--- src/rtl/mcch_pkg.sv ---
// Shared types and constants for the monotone chain convex hull block.
`timescale 1ns / 1ps
package mcch_pkg;

  // Fewest points for which a hull is built; smaller sets are echoed.
  localparam int unsigned MIN_HULL_POINTS = 3;

  // Hull engine sequencer, one-hot.
  typedef enum logic [8:0] {
    ST_IDLE  = 9'b000000001,
    ST_LOAD  = 9'b000000010,
    ST_LWAIT = 9'b000000100,
    ST_PUSH  = 9'b000001000,
    ST_MUL   = 9'b000010000,
    ST_CMP   = 9'b000100000,
    ST_AWAIT = 9'b001000000,
    ST_EMIT  = 9'b010000000,
    ST_EWAIT = 9'b100000000
  } hull_state_t;

  // Head of the job queue as seen by the hull engine.
  typedef struct packed {
    logic valid;
    logic ovf;
  } job_ctl_t;

endpackage

--- src/rtl/monotone_chain_convex_hull.sv ---
// Top level of the 2D monotone chain convex hull block.
//
// Channel | Direction | Fields                                        | Handshake
// in_     | input     | x_coord, y_coord, last_point                  | in_valid / in_ready
// out_    | output    | hull_x, hull_y, last_vertex, truncated        | out_valid / out_ready
//
// Points load at one per cycle while no hull pass is pending. The transaction
// with last_point starts the pass and in_ready stays low until the pass ends.
// Each point of each chain passes through load, load-wait and push steps; each
// cross test adds a product step and a compare step, a pop that needs a stack
// refetch adds a stack-read step, and each vertex takes an emit and a wait step.
// Synchronous active-low reset clears the front counters and queue pointers, the
// sequencer and out_valid; the stores come out of reset unwritten. A stall at
// out_ready holds the engine in its emit step only; in_ready stays low meanwhile.
`timescale 1ns / 1ps
module monotone_chain_convex_hull
  import mcch_pkg::*;
#(
  parameter int unsigned MAX_POINTS = 32,
  parameter int unsigned COORD_BITS = 16
) (
  input  logic                         clk,
  input  logic                         rst_n,
  input  logic                         in_valid,
  output logic                         in_ready,
  input  logic signed [COORD_BITS-1:0] in_x_coord,
  input  logic signed [COORD_BITS-1:0] in_y_coord,
  input  logic                         in_last_point,
  output logic                         out_valid,
  input  logic                         out_ready,
  output logic signed [COORD_BITS-1:0] out_hull_x,
  output logic signed [COORD_BITS-1:0] out_hull_y,
  output logic                         out_last_vertex,
  output logic                         out_truncated
);

  localparam int unsigned CW = $clog2(MAX_POINTS + 1);
  localparam int unsigned IW = $clog2(MAX_POINTS);

  logic                         st_we;
  logic [IW-1:0]                st_addr;
  logic signed [COORD_BITS-1:0] st_x, st_y;
  job_ctl_t                     job_ctl;
  logic [CW-1:0]                job_n;
  logic                         job_pop;
  logic                         hull_done;

  // Front: store fill and job queue.
  mcch_front #(
    .MAX_POINTS (MAX_POINTS),
    .COORD_BITS (COORD_BITS),
    .CW         (CW),
    .IW         (IW)
  ) u_front (
    .clk           (clk),
    .rst_n         (rst_n),
    .in_valid      (in_valid),
    .in_ready      (in_ready),
    .in_x_coord    (in_x_coord),
    .in_y_coord    (in_y_coord),
    .in_last_point (in_last_point),
    .st_we         (st_we),
    .st_addr       (st_addr),
    .st_x          (st_x),
    .st_y          (st_y),
    .job_ctl       (job_ctl),
    .job_n         (job_n),
    .job_pop       (job_pop),
    .hull_done     (hull_done)
  );

  // Back: lower then upper chain (small sets echoed), vertices out through one register.
  mcch_back #(
    .MAX_POINTS (MAX_POINTS),
    .COORD_BITS (COORD_BITS),
    .CW         (CW),
    .IW         (IW)
  ) u_back (
    .clk             (clk),
    .rst_n           (rst_n),
    .st_we           (st_we),
    .st_addr         (st_addr),
    .st_x            (st_x),
    .st_y            (st_y),
    .job_ctl         (job_ctl),
    .job_n           (job_n),
    .job_pop         (job_pop),
    .hull_done       (hull_done),
    .out_valid       (out_valid),
    .out_ready       (out_ready),
    .out_hull_x      (out_hull_x),
    .out_hull_y      (out_hull_y),
    .out_last_vertex (out_last_vertex),
    .out_truncated   (out_truncated)
  );

endmodule

--- src/rtl/mcch_front.sv ---
// Front end: takes point transactions, fills the point store, queues hull jobs.
`timescale 1ns / 1ps
module mcch_front
  import mcch_pkg::*;
#(
  parameter int unsigned MAX_POINTS = 32,
  parameter int unsigned COORD_BITS = 16,
  parameter int unsigned CW         = $clog2(MAX_POINTS + 1),
  parameter int unsigned IW         = $clog2(MAX_POINTS)
) (
  input  logic                         clk,
  input  logic                         rst_n,
  input  logic                         in_valid,
  output logic                         in_ready,
  input  logic signed [COORD_BITS-1:0] in_x_coord,
  input  logic signed [COORD_BITS-1:0] in_y_coord,
  input  logic                         in_last_point,
  output logic                         st_we,
  output logic [IW-1:0]                st_addr,
  output logic signed [COORD_BITS-1:0] st_x,
  output logic signed [COORD_BITS-1:0] st_y,
  output job_ctl_t                     job_ctl,
  output logic [CW-1:0]                job_n,
  input  logic                         job_pop,
  input  logic                         hull_done
);

  logic [CW-1:0] count_r, count_nxt;
  logic          ovf_r, ovf_nxt;
  logic          busy_r, busy_nxt;
  logic [CW-1:0] q_n_r   [2];
  logic          q_ovf_r [2];
  logic          wp_r, rp_r;
  logic [1:0]    fill_r;
  logic          accept, room, push;
  logic [CW-1:0] push_n;
  logic          push_ovf;

  assign in_ready = !busy_r;
  assign accept   = in_valid && in_ready;
  assign room     = count_r < CW'(MAX_POINTS);
  assign push     = accept && in_last_point;
  assign push_n   = room ? CW'(count_r + CW'(1)) : count_r;
  assign push_ovf = ovf_r || !room;

  assign st_we   = accept && room;
  assign st_addr = count_r[IW-1:0];
  assign st_x    = in_x_coord;
  assign st_y    = in_y_coord;

  assign job_ctl.valid = fill_r != 2'd0;
  assign job_ctl.ovf   = q_ovf_r[rp_r];
  assign job_n         = q_n_r[rp_r];

  always_comb begin
    count_nxt = count_r;
    ovf_nxt   = ovf_r;
    busy_nxt  = busy_r;
    if (accept) begin
      if (room) begin
        count_nxt = push_n;
      end else begin
        ovf_nxt = 1'b1;
      end
    end
    if (push) begin
      count_nxt = '0;
      ovf_nxt   = 1'b0;
      busy_nxt  = 1'b1;
    end else if (hull_done) begin
      busy_nxt = 1'b0;
    end
  end

  always_ff @(posedge clk) begin
    if (!rst_n) begin
      count_r <= '0;
      ovf_r   <= 1'b0;
      busy_r  <= 1'b0;
      wp_r    <= 1'b0;
      rp_r    <= 1'b0;
      fill_r  <= 2'd0;
    end else begin
      count_r <= count_nxt;
      ovf_r   <= ovf_nxt;
      busy_r  <= busy_nxt;
      if (push) begin
        wp_r <= !wp_r;
      end
      if (job_pop) begin
        rp_r <= !rp_r;
      end
      fill_r <= fill_r + {1'b0, push} - {1'b0, job_pop};
    end
  end

  always_ff @(posedge clk) begin
    if (push) begin
      q_n_r[wp_r]   <= push_n;
      q_ovf_r[wp_r] <= push_ovf;
    end
  end

endmodule

--- src/rtl/mcch_back.sv ---
// Back end: hull engine with point store, chain stack and output register.
`timescale 1ns / 1ps
module mcch_back
  import mcch_pkg::*;
#(
  parameter int unsigned MAX_POINTS = 32,
  parameter int unsigned COORD_BITS = 16,
  parameter int unsigned CW         = $clog2(MAX_POINTS + 1),
  parameter int unsigned IW         = $clog2(MAX_POINTS)
) (
  input  logic                         clk,
  input  logic                         rst_n,
  input  logic                         st_we,
  input  logic [IW-1:0]                st_addr,
  input  logic signed [COORD_BITS-1:0] st_x,
  input  logic signed [COORD_BITS-1:0] st_y,
  input  job_ctl_t                     job_ctl,
  input  logic [CW-1:0]                job_n,
  output logic                         job_pop,
  output logic                         hull_done,
  output logic                         out_valid,
  input  logic                         out_ready,
  output logic signed [COORD_BITS-1:0] out_hull_x,
  output logic signed [COORD_BITS-1:0] out_hull_y,
  output logic                         out_last_vertex,
  output logic                         out_truncated
);

  localparam int unsigned CB = COORD_BITS;
  localparam int unsigned PW = 2 * CB + 2;

  hull_state_t state_r, state_nxt;

  logic [2*CB-1:0]       pmem [MAX_POINTS];
  logic [2*CB-1:0]       smem [MAX_POINTS];
  logic [2*CB-1:0]       pt_q, stk_q;
  logic [IW-1:0]         pt_ra, stk_ra;
  logic [CW-1:0]         p_idx;

  logic [CW-1:0]         n_r, i_r, k_r, j_r, len_r;
  logic                  ovf_r, upper_r, echo_r;
  logic signed [CB-1:0]  ax_r, ay_r, bx_r, by_r, cx_r, cy_r;
  logic signed [PW-1:0]  prod1_r, prod2_r;
  logic signed [CB:0]    dbx, dby, dcx, dcy;
  logic signed [PW:0]    orient;
  logic                  slot_free, last_j, last_push;

  assign slot_free = !out_valid || out_ready;
  assign last_j    = CW'(j_r + CW'(1)) == len_r;
  assign last_push = CW'(i_r + CW'(1)) == n_r;
  assign p_idx     = upper_r ? CW'(n_r - CW'(1) - i_r) : i_r;
  assign pt_ra     = (state_r == ST_LOAD) ? p_idx[IW-1:0] : j_r[IW-1:0];
  assign stk_ra    = (state_r == ST_CMP) ? IW'(k_r - CW'(3)) : j_r[IW-1:0];

  assign dbx    = (CB+1)'(bx_r) - (CB+1)'(ax_r);
  assign dby    = (CB+1)'(by_r) - (CB+1)'(ay_r);
  assign dcx    = (CB+1)'(cx_r) - (CB+1)'(ax_r);
  assign dcy    = (CB+1)'(cy_r) - (CB+1)'(ay_r);
  assign orient = (PW+1)'(prod1_r) - (PW+1)'(prod2_r);

  assign job_pop   = (state_r == ST_IDLE) && job_ctl.valid;
  assign hull_done = (state_r == ST_EWAIT) && last_j && (echo_r || upper_r);

  // Point store and chain stack: one write, one registered read each.
  always_ff @(posedge clk) begin
    if (st_we) begin
      pmem[st_addr] <= {st_x, st_y};
    end
    pt_q <= pmem[pt_ra];
    if (state_r == ST_PUSH) begin
      smem[k_r[IW-1:0]] <= {cx_r, cy_r};
    end
    stk_q <= smem[stk_ra];
  end

  always_comb begin
    state_nxt = state_r;
    unique case (state_r)
      ST_IDLE:  if (job_ctl.valid) begin
                  state_nxt = (job_n < CW'(MIN_HULL_POINTS)) ? ST_EMIT : ST_LOAD;
                end
      ST_LOAD:  state_nxt = ST_LWAIT;
      ST_LWAIT: state_nxt = (k_r > CW'(1)) ? ST_MUL : ST_PUSH;
      ST_PUSH:  state_nxt = last_push ? ST_EMIT : ST_LOAD;
      ST_MUL:   state_nxt = ST_CMP;
      ST_CMP:   begin
                  if (orient[PW] || orient == '0) begin
                    state_nxt = (k_r > CW'(2)) ? ST_AWAIT : ST_PUSH;
                  end else begin
                    state_nxt = ST_PUSH;
                  end
                end
      ST_AWAIT: state_nxt = ST_MUL;
      ST_EMIT:  if (slot_free) begin
                  state_nxt = ST_EWAIT;
                end
      ST_EWAIT: begin
                  if (!last_j) begin
                    state_nxt = ST_EMIT;
                  end else if (echo_r || upper_r) begin
                    state_nxt = ST_IDLE;
                  end else begin
                    state_nxt = ST_LOAD;
                  end
                end
      default:  state_nxt = ST_IDLE;
    endcase
  end

  always_ff @(posedge clk) begin
    if (!rst_n) begin
      state_r   <= ST_IDLE;
      out_valid <= 1'b0;
    end else begin
      state_r <= state_nxt;
      if (state_r == ST_EWAIT) begin
        out_valid <= 1'b1;
      end else if (out_ready) begin
        out_valid <= 1'b0;
      end
    end
  end

  always_ff @(posedge clk) begin
    case (state_r)
      ST_IDLE: begin
        n_r     <= job_n;
        ovf_r   <= job_ctl.ovf;
        echo_r  <= job_n < CW'(MIN_HULL_POINTS);
        len_r   <= job_n;
        upper_r <= 1'b0;
        i_r     <= '0;
        k_r     <= '0;
        j_r     <= '0;
      end
      ST_LWAIT: begin
        {cx_r, cy_r} <= pt_q;
      end
      ST_PUSH: begin
        ax_r <= bx_r;
        ay_r <= by_r;
        bx_r <= cx_r;
        by_r <= cy_r;
        k_r  <= CW'(k_r + CW'(1));
        i_r  <= CW'(i_r + CW'(1));
        if (last_push) begin
          len_r <= k_r;
          j_r   <= '0;
        end
      end
      ST_MUL: begin
        prod1_r <= PW'(dbx * dcy);
        prod2_r <= PW'(dby * dcx);
      end
      ST_CMP: begin
        if (orient[PW] || orient == '0) begin
          bx_r <= ax_r;
          by_r <= ay_r;
          k_r  <= CW'(k_r - CW'(1));
        end
      end
      ST_AWAIT: begin
        {ax_r, ay_r} <= stk_q;
      end
      ST_EWAIT: begin
        {out_hull_x, out_hull_y} <= echo_r ? pt_q : stk_q;
        out_last_vertex <= last_j && (echo_r || upper_r);
        out_truncated   <= ovf_r;
        j_r             <= CW'(j_r + CW'(1));
        if (last_j) begin
          upper_r <= 1'b1;
          i_r     <= '0;
          k_r     <= '0;
        end
      end
      default: ;
    endcase
  end

  // A comparison always uses products formed in the cycle before.
  a_cmp_after_mul: assert property (@(posedge clk) disable iff (!rst_n)
    state_r == ST_CMP |-> $past(state_r) == ST_MUL)
    else $error("compare without fresh products");

  // The chain never holds more entries than the set has points.
  a_stack_bound: assert property (@(posedge clk) disable iff (!rst_n)
    state_r != ST_IDLE |-> k_r <= n_r)
    else $error("chain stack overrun");

  // A vertex is loaded only into a free output register.
  a_no_overwrite: assert property (@(posedge clk) disable iff (!rst_n)
    state_r == ST_EWAIT |-> !out_valid)
    else $error("output register overwritten");

  // Finishing a hull leaves the engine idle.
  a_done_idle: assert property (@(posedge clk) disable iff (!rst_n)
    hull_done |=> state_r == ST_IDLE)
    else $error("engine busy after hull done");

endmodule
--- config.mk ---
export PLATFORM = sky130hd
export DESIGN_NAME = monotone_chain_convex_hull
export DESIGN_NICKNAME = d
export VERILOG_FILES = /design/src/rtl/mcch_pkg.sv /design/src/rtl/monotone_chain_convex_hull.sv /design/src/rtl/mcch_front.sv /design/src/rtl/mcch_back.sv
export SDC_FILE = /design/constraint.sdc
export NUM_CORES = 2
export LEC_CHECK = 0
export BUFFER_PORTS_ARGS = -buffer_cell sky130_fd_sc_hd__buf_2
export CORE_ASPECT_RATIO = 1.1
export CORE_MARGIN = 3
export CORE_UTILIZATION = 35
export CTS_CLUSTER_SIZE = 30
export DETAILED_ROUTE_END_ITERATION = 7
export HOLD_SLACK_MARGIN = 0.15
export PLACE_DENSITY = 0.59
export SYNTH_ARGS = -nofsm -noshare
export SYNTH_HDL_FRONTEND = slang
export SYNTH_SLANG_ARGS = --single-unit
--- constraint.sdc ---
create_clock -name clk -period 10.1 [get_ports clk]
set_input_delay 2.02 -clock clk [delete_from_list [all_inputs] [get_ports clk]]
set_output_delay 2.02 -clock clk [all_outputs]
set_load 0.02 [all_outputs]
# Word level (Yosys, flattened, before mapping)
# Memory sizes are Yosys's and may differ from the RTL's. A register that Yosys moved wholly into a read port is not among the register bits.
# Index checks and enable logic that the tools add are counted.
# Widths: inputs -> output; s select.
# op_classes
addsub	15
n_mul	2
div_mod_pow	0
magnitude_cmp	4
n_eq_ne	16
shifts	0
n_mux	43
n_bitwise	2
n_reduce_logical	36
# ops
cell	count
$pmux 16 s2	4
$pmux 9 s9	1
$mul 17x17->34	2
$sub 16x16->17	4
$mux 9	4
$pmux 6 s3	2
$logic_not 35->1	1
$sub 34x34->35	1
$mux 16	2
$mux 32	1
$mux 6	5
$add 6x1->6 const B	4
$pmux 6 s4	1
$mux 5	4
$mux 8	2
$reduce_and 2->1	8
$reduce_bool 2->1	7
$mux 1	13
$eq 6x6->1	2
$pmux 6 s2	1
$eq 9x1->1 const B	1
$eq 9x2->1 const B	1
$eq 9x3->1 const B	1
$eq 9x4->1 const B	1
28 further kinds	45
# totals
regBits	252
latchBits	0
ramBits	2062
rom_bits	0
input_bits	37
out_inout_bits	36
elab_cells	149
memories	4
# memory_table
name	words	word_bits	read_ports	rd_clocked_by_memory_dff	write_ports	line_no	rtl
u_back.pmem	32	32	1	1	1	mcch_back.sv:34	logic [2*CB-1:0] pmem [MAX_POINTS];
u_back.smem	32	32	1	1	1	mcch_back.sv:35	logic [2*CB-1:0] smem [MAX_POINTS];
u_front.q_n_r	2	6	1	1	1	mcch_front.sv:31	logic [CW-1:0] q_n_r [2];
u_front.q_ovf_r	2	1	1	1	1	mcch_front.sv:32	logic q_ovf_r [2];

# Longest topological paths before layout
# logic_depth
ltp_word	6
depth_mapped	41
mapped_depth_nobuf	40

# Modules after synthesis
# From an unflattened synthesis, not the netlist that was laid out.
# unflattened
cells_unflattened	9189
area_unflattened_um2	119885.0
# modules_own_cells
module	instances	cells_per_inst	area_per_inst_um2	seq_area_each_um2
mcch_back	1	9062	118472.4	69917.1
mcch_front	1	127	1412.6	680.7

# Worst setup path before layout
# OpenSTA, ideal clock, no wires.
# synth_timing
kind	flip-flop to flip-flop
startpoint	register u_back.ax_r[0]
endpoint	register u_back.prod1_r[33], data pin
setup_ns	0.260
t_arrival_ns	8.656
required_time_ns	9.840
path_slack_ns	1.184
stages_incl_launch_ff	37
n_path_buf	1
period_less_slack_ns	8.916
cell_sequence	edfxtp_1 -> ha_1 -> fa_1 -> nor2b_1 -> o21ai_0 -> a21boi_1 -> o211ai_1 -> a21oi_1 -> a211o_1 -> o211a_1 -> o21ai_1 -> a21boi_0 -> nor3_1 -> mux2i_1 -> clkbuf_1 -> nor2_1 -> fa_1 -> fa_1 -> inv_1 -> fa_1 -> fa_1 -> fa_1 -> fa_1 -> inv_1 -> ha_1 -> a21oi_1 -> nor2b_1 -> o21ai_0 -> nand2_1 -> a2111oi_0 -> nor3_1 -> and4_1 -> o31a_1 -> o21ai_0 -> nand2b_1 -> a21oi_1 -> xnor2_1
# synth_via
elab_chain_len	2
# synth_lines
item	line_no	rtl
from (decl)	mcch_back.sv:42	logic signed [CB-1:0] ax_r, ay_r, bx_r, by_r, cx_r, cy_r;
from (signal assigned)	mcch_back.sv:140	ax_r <= bx_r;
from (signal assigned)	mcch_back.sv:163	{ax_r, ay_r} <= stk_q;
$sub 16x16->17	mcch_back.sv:55	assign dbx = (CB+1)'(bx_r) - (CB+1)'(ax_r);
$mul 17x17->34	mcch_back.sv:152	prod1_r <= PW'(dbx * dcy);
to (signal assigned)	mcch_back.sv:152	
to (decl)	mcch_back.sv:43	logic signed [PW-1:0] prod1_r, prod2_r;
# No other way between the ends.
# A chain may end at the register's enable or synchronous reset.

# Worst setup path in the final report
# layout_timing
startpoint	register u_back.ay_r[1]
endpoint	register u_back.prod1_r[32], data pin
# layout_via
elab_chain_len	2
# layout_lines
item	line_no	rtl
from (decl)	mcch_back.sv:42	
from (signal assigned)	mcch_back.sv:141	ay_r <= by_r;
from (signal assigned)	mcch_back.sv:163	
$sub 16x16->17	mcch_back.sv:58	assign dcy = (CB+1)'(cy_r) - (CB+1)'(ay_r);
$mul 17x17->34	mcch_back.sv:152	
# No other way between the ends.

==> qor.txt <==
===========================================================================
Number of buffers inserted to repair setup after CTS                      0
Clock tree buffer depth                                                   4
Worst reg2reg endpoint                                         u_back.prod1_r[32]
TritonCTS clock tree                                                  built
CP Capture Type                                                   flip-flop
First-pass iteration count of the detailed router                         6
Biggest area consumer among synthesized cells                  sky130_fd_sc_hd__edfxtp_1
Register-to-register path setup slack                                570 ps
Starting DRC count in detailed routing                                6,977
Worst clock skew                                                     122 ps
Hold Path Depth                                                           0
Worst setup path class                                         flip-flop to flip-flop
H-tree depth                                                              5
Post-route DRC                                                            0
Number of clock buffers inserted by TritonCTS                           262
Worst Path Required                                               10,720 ps
Die Wd                                                               563 µm
Post-synth design cell area                                       0.119 mm²
Average instance area after synthesis                              12.4 µm²
Hold buffers post-CTS                                                     0
Number of nets produced by synthesis                                 10,500
Routed via count                                                     76,400
Pin slew with the least headroom to its limit                       1350 ps
Post-layout power                                                   28.6 mW
Layout area overhead                                                  12.7%
Synth async-reset ratio                                                   0
End point of the worst hold path                               u_back.cy_r[7]
Count of mapped cells out of synthesis                                9,617
Fraction of final layout cells sized beyond drive strength 1         0.0895
Global-route wire length before repair                           507,000 µm
Source of the critical timing path                             u_back.ay_r[1]
CP Data Arrival Time                                              10,150 ps
Number of flops mapped to enable cells by yosys                       2,293
Most frequent cell after synthesis                             sky130_fd_sc_hd__edfxtp_1
Cell area reported after detailed placement                       0.126 mm²
Slowest stage cell, crit path                                  sky130_fd_sc_hd__o41ai_1
Reported max-cap violation count                                          0
Setup crit start kind                                             flip-flop
Per-cell via count in the routed design                                5.30
Post-route design area                                            0.135 mm²
Net count, final                                                     10,600
Root buffer selected by CTS                                    sky130_fd_sc_hd__clkbuf_16
GRT Overall Usage                                                     0.193
Power density normalized to cell area                            212 mW/mm²
Maximum ir drop on the vdd rail                                    0.214 mV
Number of rows created at floorplan                                     224
Worst min path class                                           flip-flop to flip-flop
Core ar.                                                          0.339 mm²
Worst skew pair latency                                              920 ps
Count of cell types in the netlist                                       71
Dominant synthesized flop cell                                 sky130_fd_sc_hd__edfxtp_1
Pins Over Slew Limit                                                      0
I/O pin count                                                            73
Largest net degree at the start of global routing                       192
Tmin final                                                          9530 ps
CP Max Fanout                                                             7
Biggest area contributors in the synthesized netlist           sky130_fd_sc_hd__edfxtp_1 (58%), sky130_fd_sc_hd__fa_1 (10%), sky130_fd_sc_hd__nand2_1 (5.4%)
Total detailed-routing wirelength                                344,000 µm
Total die area                                                    0.348 mm²
Relative max-transition margin                                       0.0997
Utilization of the core after routing                                 0.397
Commonest cells in the netlist                                 sky130_fd_sc_hd__edfxtp_1 (2,293), sky130_fd_sc_hd__nand2_1 (1,724), sky130_fd_sc_hd__inv_1 (746)
Number of hold-slack violations in the final timing report                0
Worst r2r path cells                                                     36
Number of warnings issued by yosys                                        0
Buffers on Ports                                                         72
Cell seen most often among critical-path stages                sky130_fd_sc_hd__fa_1
Worst-case hold slack                                                433 ps
Origin of the critical flop-to-flop path                       u_back.ay_r[1]
Global route total overflow                                               0
Number of global-route vias before repair                            76,800
Crit-path max cell delay                                             550 ps
Initial Util                                                          0.352
Initial antenna violation count                                          39
Outcome                                                        finished, final reports clean
Static leakage power                                                49.5 nW
CTS clk-pin slew, worst paths                                         60 ps
Flip-flop and latch count after synthesis                             2,380
Number of nets still failing antenna checks after routing                 0
Upper clock frequency limit                                         105 MHz
Endpoints failing setup                                                   0
Start point of the worst hold path                             u_back.pt_q[7]
Post-detailed-placement half-perimeter wirelength                206,000 µm
Final GP Congestion                                                   0.885
WL per Instance                                                     23.9 µm
Vert. Die Dim                                                        619 µm
Final period util                                                     0.943
Sequential cell area fraction in the yosys report                     0.591
Area fraction of the dominant cell type after synthesis               0.577
# clock sinks                                                         2,380
===========================================================================
[registers in the layout (all words and copies together) (netlist names), 32 cells and up, named ones only]
name	count
u_back.pmem	1024
u_back.prod1_r	34
u_back.prod2_r	34
u_back.pt_q	32
u_back.smem	1024
u_back.stk_q	32
[power breakdown]
group          total [mW]  switching [mW]  internal (mW)
clock                9.51            4.00           5.51
combinational        7.51            4.97           2.54
sequential           11.5           0.391           11.2
[kinds of logic (layout without fill, tap and decap cells)]
| family | count (synthesis) | in the layout | synth area share |
|---|---|---|---|
| other | 0 | 24 | 0 |
| XOR/XNOR | 210 | 210 | 0.0154 |
| buffers and inverters | 1276 | 1526 | 0.0415 |
| multiplexers | 212 | 212 | 0.0185 |
| AO/OA/AOI/OAI | 1438 | 1438 | 0.0841 |
| adder cells (fa/ha/maj) | 883 | 883 | 0.130 |
| AND/OR/NAND/NOR | 3218 | 3218 | 0.119 |
| flip-flops | 2380 | 2380 | 0.591 |
[layout make-up]
| type | count | area [µm²] |
|---|---|---|
| Fill cell | 31700 | 205000 |
| Sequential cell | 2380 | 70600 |
| Multi-Input combinational cell | 5961 | 44600 |
| Clock buffer | 335 | 7100 |
| Tap cell | 4520 | 5660 |
| Inverter | 746 | 2800 |
| Timing Repair Buffer | 307 | 2350 |
| Clock inverter | 138 | 1430 |
| Antenna cell | 24 | 60.1 |
[worst max-delay path, delay by kind of cell, from the launching register on]
kind / cells / cell delay, ps
adder cells (fa/ha/maj): 8 / 3540
flip-flops: 1 / 490
buffers and inverters: 5 / 340
AO/OA/AOI/OAI: 13 / 3060
XOR/XNOR: 1 / 160
AND/OR/NAND/NOR: 9 / 1640
[metrics by stage]
step | cells | setup WS (ps) | setup TNS [ps]
2_1_floorplan | 9617 | 1180 | 0
3_3_place_gp | 13900 | 416 | 0
3_5_place_dp | 13900 | 422 | 0
4_1_cts | 14400 | 434 | 0
5_1_grt | 14400 | -8.80 | -8.80
6_report | 14400 | 571 | 0
[timing repair]
item | in CTS | in global routing
setup endpoints to repair | 0 | 2
resized for setup | 0 | 7
endpoints found under the hold margin | 0 | 0
[worst max path at each step]
stage                    endpoint  cells past startpoint
2_1_floorplan  u_back.prod1_r[33]                     36
3_3_place_gp   u_back.prod1_r[33]                     37
3_5_place_dp   u_back.prod1_r[33]                     37
4_1_cts        u_back.prod1_r[33]                     37
5_1_grt        u_back.prod1_r[33]                     37
6_report       u_back.prod1_r[32]                     36
[layout by cell type, fill, tap and decap left out, drive strengths merged, types with 11 or more instances in the layout]
master / n
xnor2: 137
nor3: 35
and3: 110
o21a: 23
xor2: 73
nand3: 429
or3: 13
inv: 758
clkbuf: 335
a21oi: 222
mux2i: 142
nand4: 19
a21o: 81
o21bai: 14
nor2b: 178
and2: 166
ha: 285
dfxtp: 87
fa: 598
o21ai: 115
bufinv: 19
a311oi: 192
a211oi: 493
nor4: 11
o31ai: 39
nor2: 433
mux2: 70
buf: 307
a31oi: 182
clkinv: 95
diode: 24
or2: 21
nand2b: 47
o211ai: 12
clkinvlp: 12
nand2: 1724
edfxtp: 2293
[layer usage]
metal  wire [µm]  GRT usage  up-vias
li1            -          -    34300
met1      136000      0.241    38900
met2      172000      0.337     2560
met3       20800     0.0260      667
met4       15100     0.0804        8
met5          52          0        -
(Power assumes the default switching activity.)
